--- config.mk ---
export PLATFORM = sky130hd
export DESIGN_NAME = dirty_rect_stream_parser_top_flat
export DESIGN_NICKNAME = d
export VERILOG_FILES = /design/src/rtl/drsp_pkg.sv /design/src/rtl/drsp_if.sv /design/src/rtl/dirty_rect_stream_parser_top.sv /design/src/flat_wrapper.sv
export VERILOG_INCLUDE_DIRS = /design/src /design/src/rtl
export SDC_FILE = /design/constraint.sdc
export NUM_CORES = 1
export LEC_CHECK = 0
export BUFFER_PORTS_ARGS = -buffer_cell sky130_fd_sc_hd__buf_2
export CAP_MARGIN = 0
export CORE_MARGIN = 1.5
export CORE_UTILIZATION = 56
export DETAILED_ROUTE_END_ITERATION = 8
export GPL_TIMING_DRIVEN = 0
export PLACE_DENSITY = 0.78
export RECOVER_POWER = 100
export SYNTH_ARGS = -nofsm -noshare
export SYNTH_HDL_FRONTEND = slang
export SYNTH_SLANG_ARGS = --single-unit
--- constraint.sdc ---
create_clock -name clk -period 7.62 [get_ports clk]
set_input_delay 1.524 -clock clk [delete_from_list [all_inputs] [get_ports clk]]
set_output_delay 1.524 -clock clk [all_outputs]
set_load 0.05 [all_outputs]
--- src/rtl/dirty_rect_stream_parser_top_defines.svh ---
// assertion macros for the dirty rectangle stream parser
// no dependencies; define NO_ASSERTIONS to compile them out
`ifndef DIRTY_RECT_STREAM_PARSER_TOP_DEFINES_SVH
`define DIRTY_RECT_STREAM_PARSER_TOP_DEFINES_SVH
`ifndef NO_ASSERTIONS
`define DRSP_ASSERT_NOW(lbl, ante, cons, msg) \
  lbl: assert property (@(posedge clk) disable iff (!rst_n) (ante) |-> (cons)) else $error(msg);
`define DRSP_ASSERT_NEXT(lbl, ante, cons, msg) \
  lbl: assert property (@(posedge clk) disable iff (!rst_n) (ante) |=> (cons)) else $error(msg);
`else
`define DRSP_ASSERT_NOW(lbl, ante, cons, msg)
`define DRSP_ASSERT_NEXT(lbl, ante, cons, msg)
`endif
`endif

--- src/rtl/drsp_pkg.sv ---
// shared constants, types and helpers of the dirty rectangle stream parser
// no dependencies
package drsp_pkg;

  localparam int COORD_BITS = 10;
  localparam int FRAME_W    = 11;
  localparam int CALC_W     = 18;
  localparam int BYTE_W     = 8;
  localparam int PIX_W      = 2 * BYTE_W;
  localparam int HDR_CNT_W  = 3;
  localparam int CFG_IDX_W  = 2;

  localparam logic [CFG_IDX_W-1:0] REG_FRAME_WIDTH  = CFG_IDX_W'(0);
  localparam logic [CFG_IDX_W-1:0] REG_FRAME_HEIGHT = CFG_IDX_W'(1);

  localparam logic [FRAME_W-1:0] FRAME_WIDTH_RST  = FRAME_W'(280);
  localparam logic [FRAME_W-1:0] FRAME_HEIGHT_RST = FRAME_W'(240);

  localparam logic [BYTE_W-1:0] SYNC_A = 8'hAA;
  localparam logic [BYTE_W-1:0] SYNC_B = 8'h55;
  localparam logic [1:0]        SYNC_LAST = 2'd3;
  localparam logic [HDR_CNT_W-1:0] HDR_LAST = HDR_CNT_W'(7);

  localparam logic KIND_WINDOW = 1'b0;
  localparam logic KIND_PIXEL  = 1'b1;

  typedef enum logic [1:0] {
    PH_SYNC    = 2'd0,
    PH_HEADER  = 2'd1,
    PH_PAYLOAD = 2'd2
  } phase_t;

  // frame dimension forced into 1 .. 2^COORD_BITS
  function automatic logic [CALC_W-1:0] eff_dim(input logic [FRAME_W-1:0] v);
    logic [CALC_W-1:0] lim;
    logic [CALC_W-1:0] ext;
    lim = CALC_W'(1) << COORD_BITS;
    ext = CALC_W'(v);
    if (ext == '0) begin
      eff_dim = CALC_W'(1);
    end else if (ext > lim) begin
      eff_dim = lim;
    end else begin
      eff_dim = ext;
    end
  endfunction

endpackage

--- src/rtl/drsp_if.sv ---
// valid/ready channel interfaces of the dirty rectangle stream parser
// depends on drsp_pkg
interface drsp_byte_if;
  logic                          valid;
  logic                          ready;
  logic [drsp_pkg::BYTE_W-1:0]   rx_byte;

  modport source (output valid, output rx_byte, input ready);
  modport sink   (input valid, input rx_byte, output ready);
endinterface

interface drsp_result_if;
  logic                              valid;
  logic                              ready;
  logic                              result_kind;
  logic [drsp_pkg::COORD_BITS-1:0]   win_x_start;
  logic [drsp_pkg::COORD_BITS-1:0]   win_y_start;
  logic [drsp_pkg::COORD_BITS-1:0]   win_x_end;
  logic [drsp_pkg::COORD_BITS-1:0]   win_y_end;
  logic [drsp_pkg::PIX_W-1:0]        pixel_value;
  logic                              last_pixel;

  modport source (output valid, output result_kind, output win_x_start, output win_y_start,
                  output win_x_end, output win_y_end, output pixel_value, output last_pixel,
                  input ready);
  modport sink   (input valid, input result_kind, input win_x_start, input win_y_start,
                  input win_x_end, input win_y_end, input pixel_value, input last_pixel,
                  output ready);
endinterface

interface drsp_cfg_if;
  logic                             valid;
  logic                             ready;
  logic [drsp_pkg::CFG_IDX_W-1:0]   reg_index;
  logic [drsp_pkg::FRAME_W-1:0]     wr_data;

  modport source (output valid, output reg_index, output wr_data, input ready);
  modport sink   (input valid, input reg_index, input wr_data, output ready);
endinterface

--- src/rtl/dirty_rect_stream_parser_top.sv ---
// dirty rectangle stream parser: sync hunt, header clamp, window and pixel items
// depends on drsp_pkg, drsp_if.sv and dirty_rect_stream_parser_top_defines.svh
//
// The parser takes one received byte per clock cycle and produces at most one
// item per byte, in the cycle after the byte is taken, from a single output
// register. A new byte is taken whenever that register is empty or is being
// read in the same cycle, so throughput is one byte per cycle as long as the
// result side keeps up; a stalled result side holds the input only when an
// unread item sits in the register. After the AA 55 AA 55 marker the eighth
// header byte yields the clamped window item, then every second payload byte
// yields an RGB565 pixel item, the final one flagged. The payload length is
// tracked by column and row counters rather than a byte count. The frame
// registers are read when a header completes; no start-up clearing pass.
`include "dirty_rect_stream_parser_top_defines.svh"

module dirty_rect_stream_parser_top (
  input  logic                  clk,
  input  logic                  rst_n,
  drsp_byte_if.sink             in_ch,
  drsp_result_if.source         out_ch,
  drsp_cfg_if.sink              cfg_ch
);

  localparam int CW = drsp_pkg::COORD_BITS;
  localparam int KW = drsp_pkg::CALC_W;
  localparam int BW = drsp_pkg::BYTE_W;

  // control state
  drsp_pkg::phase_t                   phase_r, phase_nxt;
  logic [1:0]                         sync_cnt_r, sync_cnt_nxt;
  logic [drsp_pkg::HDR_CNT_W-1:0]     hdr_cnt_r, hdr_cnt_nxt;
  logic                               low_seen_r, low_seen_nxt;
  logic [CW-1:0]                      col_r, col_nxt;
  logic [CW-1:0]                      row_r, row_nxt;
  logic [drsp_pkg::FRAME_W-1:0]       frame_width_r, frame_height_r;
  logic                               out_valid_r, out_valid_nxt;

  // payload state
  logic [BW-1:0]                      header_r [0:6];
  logic [BW-1:0]                      header_nxt [0:6];
  logic [BW-1:0]                      low_byte_r, low_byte_nxt;
  logic [CW-1:0]                      w_m1_r, w_m1_nxt;
  logic                               kind_r, kind_nxt;
  logic [CW-1:0]                      x_start_r, x_start_nxt;
  logic [CW-1:0]                      y_start_r, y_start_nxt;
  logic [CW-1:0]                      x_end_r, x_end_nxt;
  logic [CW-1:0]                      y_end_r, y_end_nxt;
  logic [drsp_pkg::PIX_W-1:0]         pixel_r, pixel_nxt;
  logic                               last_r, last_nxt;

  logic                               in_fire;
  logic                               emit;
  logic [BW-1:0]                      rx;

  // header clamp
  logic [KW-1:0] fw, fh;
  logic [KW-1:0] x_raw, y_raw, w_raw, h_raw;
  logic [KW-1:0] x_c, y_c, w_nz, h_nz, w_c, h_c, x_e, y_e;

  assign rx           = in_ch.rx_byte;
  assign in_ch.ready  = !out_valid_r || out_ch.ready;
  assign in_fire      = in_ch.valid && in_ch.ready;
  assign cfg_ch.ready = 1'b1;

  always_comb begin
    fw    = drsp_pkg::eff_dim(frame_width_r);
    fh    = drsp_pkg::eff_dim(frame_height_r);
    x_raw = KW'({header_r[1], header_r[0]});
    y_raw = KW'({header_r[3], header_r[2]});
    w_raw = KW'({header_r[5], header_r[4]});
    h_raw = KW'({rx, header_r[6]});
    x_c   = (x_raw >= fw) ? '0 : x_raw;
    y_c   = (y_raw >= fh) ? '0 : y_raw;
    w_nz  = (w_raw == '0) ? KW'(1) : w_raw;
    h_nz  = (h_raw == '0) ? KW'(1) : h_raw;
    w_c   = (x_c + w_nz > fw) ? fw - x_c : w_nz;
    h_c   = (y_c + h_nz > fh) ? fh - y_c : h_nz;
    x_e   = x_c + w_c - KW'(1);
    y_e   = y_c + h_c - KW'(1);
  end

  always_comb begin
    phase_nxt    = phase_r;
    sync_cnt_nxt = sync_cnt_r;
    hdr_cnt_nxt  = hdr_cnt_r;
    low_seen_nxt = low_seen_r;
    col_nxt      = col_r;
    row_nxt      = row_r;
    w_m1_nxt     = w_m1_r;
    low_byte_nxt = low_byte_r;
    for (int i = 0; i < 7; i++) begin
      header_nxt[i] = header_r[i];
    end
    emit         = 1'b0;
    kind_nxt     = kind_r;
    x_start_nxt  = x_start_r;
    y_start_nxt  = y_start_r;
    x_end_nxt    = x_end_r;
    y_end_nxt    = y_end_r;
    pixel_nxt    = pixel_r;
    last_nxt     = last_r;

    if (in_fire) begin
      case (phase_r)
        drsp_pkg::PH_HEADER: begin
          if (hdr_cnt_r == drsp_pkg::HDR_LAST) begin
            emit         = 1'b1;
            kind_nxt     = drsp_pkg::KIND_WINDOW;
            x_start_nxt  = x_c[CW-1:0];
            y_start_nxt  = y_c[CW-1:0];
            x_end_nxt    = x_e[CW-1:0];
            y_end_nxt    = y_e[CW-1:0];
            pixel_nxt    = '0;
            last_nxt     = 1'b0;
            w_m1_nxt     = CW'(w_c - KW'(1));
            col_nxt      = CW'(w_c - KW'(1));
            row_nxt      = CW'(h_c - KW'(1));
            low_seen_nxt = 1'b0;
            hdr_cnt_nxt  = '0;
            phase_nxt    = drsp_pkg::PH_PAYLOAD;
          end else begin
            header_nxt[hdr_cnt_r] = rx;
            hdr_cnt_nxt           = hdr_cnt_r + 1'b1;
          end
        end
        drsp_pkg::PH_PAYLOAD: begin
          if (!low_seen_r) begin
            low_byte_nxt = rx;
            low_seen_nxt = 1'b1;
          end else begin
            emit         = 1'b1;
            low_seen_nxt = 1'b0;
            kind_nxt     = drsp_pkg::KIND_PIXEL;
            x_start_nxt  = '0;
            y_start_nxt  = '0;
            x_end_nxt    = '0;
            y_end_nxt    = '0;
            pixel_nxt    = {rx, low_byte_r};
            last_nxt     = (col_r == '0) && (row_r == '0);
            if ((col_r == '0) && (row_r == '0)) begin
              phase_nxt    = drsp_pkg::PH_SYNC;
              sync_cnt_nxt = '0;
            end else if (col_r == '0) begin
              col_nxt = w_m1_r;
              row_nxt = row_r - 1'b1;
            end else begin
              col_nxt = col_r - 1'b1;
            end
          end
        end
        default: begin
          phase_nxt = drsp_pkg::PH_SYNC;
          if (rx == (sync_cnt_r[0] ? drsp_pkg::SYNC_B : drsp_pkg::SYNC_A)) begin
            if (sync_cnt_r == drsp_pkg::SYNC_LAST) begin
              sync_cnt_nxt = '0;
              hdr_cnt_nxt  = '0;
              phase_nxt    = drsp_pkg::PH_HEADER;
            end else begin
              sync_cnt_nxt = sync_cnt_r + 1'b1;
            end
          end else begin
            sync_cnt_nxt = (rx == drsp_pkg::SYNC_A) ? 2'd1 : 2'd0;
          end
        end
      endcase
    end

    if (emit) begin
      out_valid_nxt = 1'b1;
    end else if (out_ch.ready) begin
      out_valid_nxt = 1'b0;
    end else begin
      out_valid_nxt = out_valid_r;
    end
  end

  always_ff @(posedge clk) begin
    if (!rst_n) begin
      phase_r        <= drsp_pkg::PH_SYNC;
      sync_cnt_r     <= '0;
      hdr_cnt_r      <= '0;
      low_seen_r     <= 1'b0;
      col_r          <= '0;
      row_r          <= '0;
      out_valid_r    <= 1'b0;
      frame_width_r  <= drsp_pkg::FRAME_WIDTH_RST;
      frame_height_r <= drsp_pkg::FRAME_HEIGHT_RST;
    end else begin
      phase_r     <= phase_nxt;
      sync_cnt_r  <= sync_cnt_nxt;
      hdr_cnt_r   <= hdr_cnt_nxt;
      low_seen_r  <= low_seen_nxt;
      col_r       <= col_nxt;
      row_r       <= row_nxt;
      out_valid_r <= out_valid_nxt;
      if (cfg_ch.valid && (cfg_ch.reg_index == drsp_pkg::REG_FRAME_WIDTH)) begin
        frame_width_r <= cfg_ch.wr_data;
      end
      if (cfg_ch.valid && (cfg_ch.reg_index == drsp_pkg::REG_FRAME_HEIGHT)) begin
        frame_height_r <= cfg_ch.wr_data;
      end
    end
  end

  always_ff @(posedge clk) begin
    for (int i = 0; i < 7; i++) begin
      header_r[i] <= header_nxt[i];
    end
    low_byte_r <= low_byte_nxt;
    w_m1_r     <= w_m1_nxt;
    kind_r     <= kind_nxt;
    x_start_r  <= x_start_nxt;
    y_start_r  <= y_start_nxt;
    x_end_r    <= x_end_nxt;
    y_end_r    <= y_end_nxt;
    pixel_r    <= pixel_nxt;
    last_r     <= last_nxt;
  end

  assign out_ch.valid       = out_valid_r;
  assign out_ch.result_kind = kind_r;
  assign out_ch.win_x_start = x_start_r;
  assign out_ch.win_y_start = y_start_r;
  assign out_ch.win_x_end   = x_end_r;
  assign out_ch.win_y_end   = y_end_r;
  assign out_ch.pixel_value = pixel_r;
  assign out_ch.last_pixel  = last_r;

  `DRSP_ASSERT_NOW(a_win_order, out_valid_r && (kind_r == drsp_pkg::KIND_WINDOW), (x_start_r <= x_end_r) && (y_start_r <= y_end_r), "window end before start")
  `DRSP_ASSERT_NOW(a_win_no_pixel, out_valid_r && (kind_r == drsp_pkg::KIND_WINDOW), (pixel_r == '0) && !last_r, "window item carries pixel data")
  `DRSP_ASSERT_NOW(a_sync_idle, phase_r != drsp_pkg::PH_SYNC, sync_cnt_r == '0, "sync count kept outside hunting")
  `DRSP_ASSERT_NEXT(a_last_rehunt, in_fire && (phase_r == drsp_pkg::PH_PAYLOAD) && low_seen_r && (col_r == '0) && (row_r == '0), (phase_r == drsp_pkg::PH_SYNC) && out_valid_r && last_r, "last pixel did not end the frame")

endmodule

--- src/flat_wrapper.sv ---
// flat-port wrapper written by rule: the top's interface ports become plain ports
module dirty_rect_stream_parser_top_flat 
  (clk, rst_n, in_ch_valid, in_ch_rx_byte, in_ch_ready, out_ch_valid, out_ch_result_kind, out_ch_win_x_start, out_ch_win_y_start, out_ch_win_x_end, out_ch_win_y_end, out_ch_pixel_value, out_ch_last_pixel, out_ch_ready, cfg_ch_valid, cfg_ch_reg_index, cfg_ch_wr_data, cfg_ch_ready);
  drsp_byte_if in_ch_i ();
  drsp_result_if out_ch_i ();
  drsp_cfg_if cfg_ch_i ();
  input  logic clk;
  input  logic rst_n;
  input wire logic [$bits(in_ch_i.valid)-1:0] in_ch_valid;
  input wire logic [$bits(in_ch_i.rx_byte)-1:0] in_ch_rx_byte;
  output wire logic [$bits(in_ch_i.ready)-1:0] in_ch_ready;
  output wire logic [$bits(out_ch_i.valid)-1:0] out_ch_valid;
  output wire logic [$bits(out_ch_i.result_kind)-1:0] out_ch_result_kind;
  output wire logic [$bits(out_ch_i.win_x_start)-1:0] out_ch_win_x_start;
  output wire logic [$bits(out_ch_i.win_y_start)-1:0] out_ch_win_y_start;
  output wire logic [$bits(out_ch_i.win_x_end)-1:0] out_ch_win_x_end;
  output wire logic [$bits(out_ch_i.win_y_end)-1:0] out_ch_win_y_end;
  output wire logic [$bits(out_ch_i.pixel_value)-1:0] out_ch_pixel_value;
  output wire logic [$bits(out_ch_i.last_pixel)-1:0] out_ch_last_pixel;
  input wire logic [$bits(out_ch_i.ready)-1:0] out_ch_ready;
  input wire logic [$bits(cfg_ch_i.valid)-1:0] cfg_ch_valid;
  input wire logic [$bits(cfg_ch_i.reg_index)-1:0] cfg_ch_reg_index;
  input wire logic [$bits(cfg_ch_i.wr_data)-1:0] cfg_ch_wr_data;
  output wire logic [$bits(cfg_ch_i.ready)-1:0] cfg_ch_ready;
  assign in_ch_i.valid = in_ch_valid;
  assign in_ch_i.rx_byte = in_ch_rx_byte;
  assign in_ch_ready = in_ch_i.ready;
  assign out_ch_valid = out_ch_i.valid;
  assign out_ch_result_kind = out_ch_i.result_kind;
  assign out_ch_win_x_start = out_ch_i.win_x_start;
  assign out_ch_win_y_start = out_ch_i.win_y_start;
  assign out_ch_win_x_end = out_ch_i.win_x_end;
  assign out_ch_win_y_end = out_ch_i.win_y_end;
  assign out_ch_pixel_value = out_ch_i.pixel_value;
  assign out_ch_last_pixel = out_ch_i.last_pixel;
  assign out_ch_i.ready = out_ch_ready;
  assign cfg_ch_i.valid = cfg_ch_valid;
  assign cfg_ch_i.reg_index = cfg_ch_reg_index;
  assign cfg_ch_i.wr_data = cfg_ch_wr_data;
  assign cfg_ch_ready = cfg_ch_i.ready;
  dirty_rect_stream_parser_top u_core (.clk(clk), .rst_n(rst_n), .in_ch(in_ch_i), .out_ch(out_ch_i), .cfg_ch(cfg_ch_i));
endmodule
==> impl_metrics.yaml <==
synth:
  synth_enable_flop_cells: 132
  synth_area_sq_um: 12500
  synth-seq-cells: 183
  synth_flop_cell: "edfxtp_1"
  yosysSeqAreaShare_pct: 39.9
  syn_area_per_cell_sq_um: 9.52
  ys.warnings.count: 0
  async_reset_ff_share_pct: 0
  synth_cell_types: 92
  syn_inst: 1313
routing:
  vias: 11600
  finalWirelength_microns: 41900
  viasPerCell: 6.38
  drt_iter0_drc: 1233
  firstDrtPassIters: 7
  drc: 0
  wl_per_cell_microns: 23.0
  postRouteAntennaNets: 0
run_status:
  status: "complete, but fails checks"
  violations: "max-capacitance violations, max-slew violations, negative setup slack"
power_and_ir_drop:
  p_total_w: 0.00252
  leakage_nw: 6.45
  powerDensity_nw_per_um2: 163
  ir_drop_mv: 0.156
floorplan:
  die_y_microns: 152
  num_rows: 54
  die_area_sq_um: 23200
  ios: 87
  core_sq_um: 21800
  die_w_microns: 152
  start_util_pct: 57.3
timing:
  max_slew.worst_pin.slew_ns: 2.61
  setup_viol: 14
  drv_slew: 60
  finalClockSkew_ns: 0.0180
  max_freq_mhz: 113
  setup_ws_ns: -1.25
  holdWs_ns: 0.503
  rsz0062_at_grt: "yes"
  period_needed_ns: 8.87
  hold_viol: 0
  relSlewSlack_pct: -73.8
  timing.final.crit_share_pct: 116
placement:
  preCtsSetupSlack_ns: -1.69
  placed_cell_area_sq_um: 13400
  io_buffers: 85
  hpwlAfterDp_microns: 25400
  gp_congestion: 0.996
final_layout:
  fin_nets: 1693
  final_cell_mix: "132 x edfxtp_1, 122 x clkbuf_1, 118 x ha_1"
  utilization_pct: 70.7
  area_growth_pct: 23.6
  final_area_sq_um: 15400
  layout_commonest_cell: "edfxtp_1"
  drive_gt1_share_pct: 20.7
cts:
  cts_hold_buf: 0
  ctsLongestPathBuffers: 2
  cts_tree: "yes"
  numCtsBuffers: 17
  htree_levels: 4
  cts_root_buf: "clkbuf_16"
  clk_pin_slew_ns: 0.09
  clk_latency_ns: 0.47
  clock_sink_count: 183
worst_setup_path:
  crit_slowest_cell: "nor4_4"
  required_ns: 7.82
  crit_arrival_ns: 9.07
  cpPeakStageDelay_ns: 0.44
  path_class: "reg -> reg"
  cp_max_fo: 5
  cp-end-kind: "flip-flop"
  crit_top_cell: "a21o_1"
  cp-start-kind: "flip-flop"
grt:
  grt_max_degree: 46
  overflow: 0
  grt_util_all_layers_pct: 32.3
  antenna_found_initial: 1
  grt_pass1_wl_microns: 58200
  first_global_vias: 10800
job:
  cap_violations: 4
min_path:
  hold_class: "reg -> reg"
[power by group]
group / leakage [nW] / internal (W) / switching [W]
clock network: 0.307 / 0.000457 / 0.000496
registers: 1.55 / 0.00108 / 0.00000690
logic: 4.59 / 0.000202 / 0.000276
[logic make-up (layout without fill, tap and decap cells)]
| kind of cell | after synthesis | in the layout | synth area share, % |
|---|---|---|---|
| AO/OA/AOI/OAI | 288 | 288 | 15.8 |
| flip-flops | 183 | 183 | 39.9 |
| multiplexers | 36 | 36 | 2.94 |
| adder cells (fa/ha/maj) | 141 | 141 | 14.5 |
| buffers and inverters | 182 | 399 | 5.95 |
| XOR/XNOR | 70 | 70 | 4.91 |
| AND/OR/NAND/NOR | 411 | 411 | 16.0 |
| other | 2 | 12 | 0.0601 |
[Yosys cell counts (3+ instances only)]
library cell	instances	area share, %
a211oi_1	8	0.48
or4_1	6	0.36
inv_1	116	3.5
edfxtp_1	132	32
nor3_1	19	0.76
o31ai_1	6	0.36
o21a_1	10	0.60
and2_1	25	1.3
nor2b_1	12	0.60
nand3_1	25	1.0
or2_2	5	0.25
or3_1	7	0.35
o311ai_0	4	0.28
a21oi_1	86	3.4
clkinv_1	3	0.090
o2111ai_1	5	0.35
nor2_1	116	3.5
clkbuf_1	51	1.5
mux2_2	6	0.54
nand4_1	12	0.60
o31a_1	3	0.21
nor4_1	13	0.65
dfxtp_1	51	8.2
o21bai_1	11	0.66
a31oi_1	17	0.85
xor2_1	20	1.4
fa_1	6	0.96
nand2_1	127	3.8
nor3b_1	4	0.24
nand2b_1	14	0.70
buf_1	3	0.090
a21o_1	40	2.4
xnor2_1	50	3.5
o21ai_0	44	1.8
clkbuf_8	5	0.55
ha_1	135	14
mux2i_1	30	2.4
o211ai_1	10	0.60
o221ai_1	3	0.21
[path summary, 6_finish.rpt]
kind / start / to / slack, ns / cells after the start
hold / removal: u_core.frame_width_r[2] / u_core.frame_width_r[2] / 0.50 / 2
setup reg to reg: u_core.frame_width_r[9] / u_core.out_ch.win_x_end[9] / -1.25 / 45
hold reg to reg: u_core.frame_width_r[2] / u_core.frame_width_r[2] / 0.50 / 2
setup / recovery: u_core.frame_width_r[9] / u_core.out_ch.win_x_end[9] / -1.25 / 45
[area by class of cell]
class,count,area [sq um]
multi-input combinational,957,7520
fill,1507,6390
sequential,183,5010
timing repair buffer,184,1130
inverter,119,470
clock buffer,17,425
tap,280,350
buffer,63,314
clock inverter,15,213
timing repair inverter,1,6.26
antenna,1,2.50
[flip-flops by register name (all words and copies together), names as in the netlist, 2 cells and up]
| register | flops |
|---|---|
| u_core.hdr_cnt_r | 3 |
| u_core.row_r | 10 |
| u_core.frame_height_r | 11 |
| u_core.header_r | 56 |
| u_core.out_ch.win_x_end | 10 |
| u_core.out_ch.pixel_value | 16 |
| u_core.out_ch.win_x_start | 10 |
| u_core.w_m1_r | 10 |
| u_core.out_ch.win_y_end | 10 |
| u_core.col_r | 10 |
| u_core.sync_cnt_r | 2 |
| u_core.out_ch.win_y_start | 10 |
| u_core.phase_r | 2 |
| u_core.frame_width_r | 11 |
| u_core.low_byte_r | 8 |
[critical path: cells and delay by family, from the launching register on]
family | cells | cell delay [ns]
AO/OA/AOI/OAI | 21 | 3.75
adder cells (fa/ha/maj) | 6 | 1.68
AND/OR/NAND/NOR | 8 | 1.38
buffers and inverters | 6 | 0.66
XOR/XNOR | 3 | 0.49
flip-flops | 1 | 0.37
multiplexers | 1 | 0.27
[stage by stage]
| stage | cells | TNS [ns] |
|---|---|---|
| 2_1_floorplan | 1322 | 0 |
| 3_3_place_gp | 1687 | -9.67 |
| 3_5_place_dp | 1688 | -11.99 |
| 4_1_cts | 1786 | -1.70 |
| 5_1_grt | 1819 | -9.50 |
| 6_report | 1820 | -7.48 |
[timing repair]
item | in CTS | in global routing
gates resized for setup | 83 | 113
setup buffers | 73 | 42
pin swaps | 55 | 83
endpoints found under the setup margin | 19 | 21
endpoints found under the hold margin | 0 | 0
cloned | 0 | 2
[metal layers]
metal,up-vias,share of wire (%),global-route usage (%)
li1,5104,-,-
met1,5493,37,39.4
met2,784,47,53.8
met3,226,9.4,5.94
met4,0,6.3,18.6
met5,-,0,0
(Power assumes the default switching activity.)
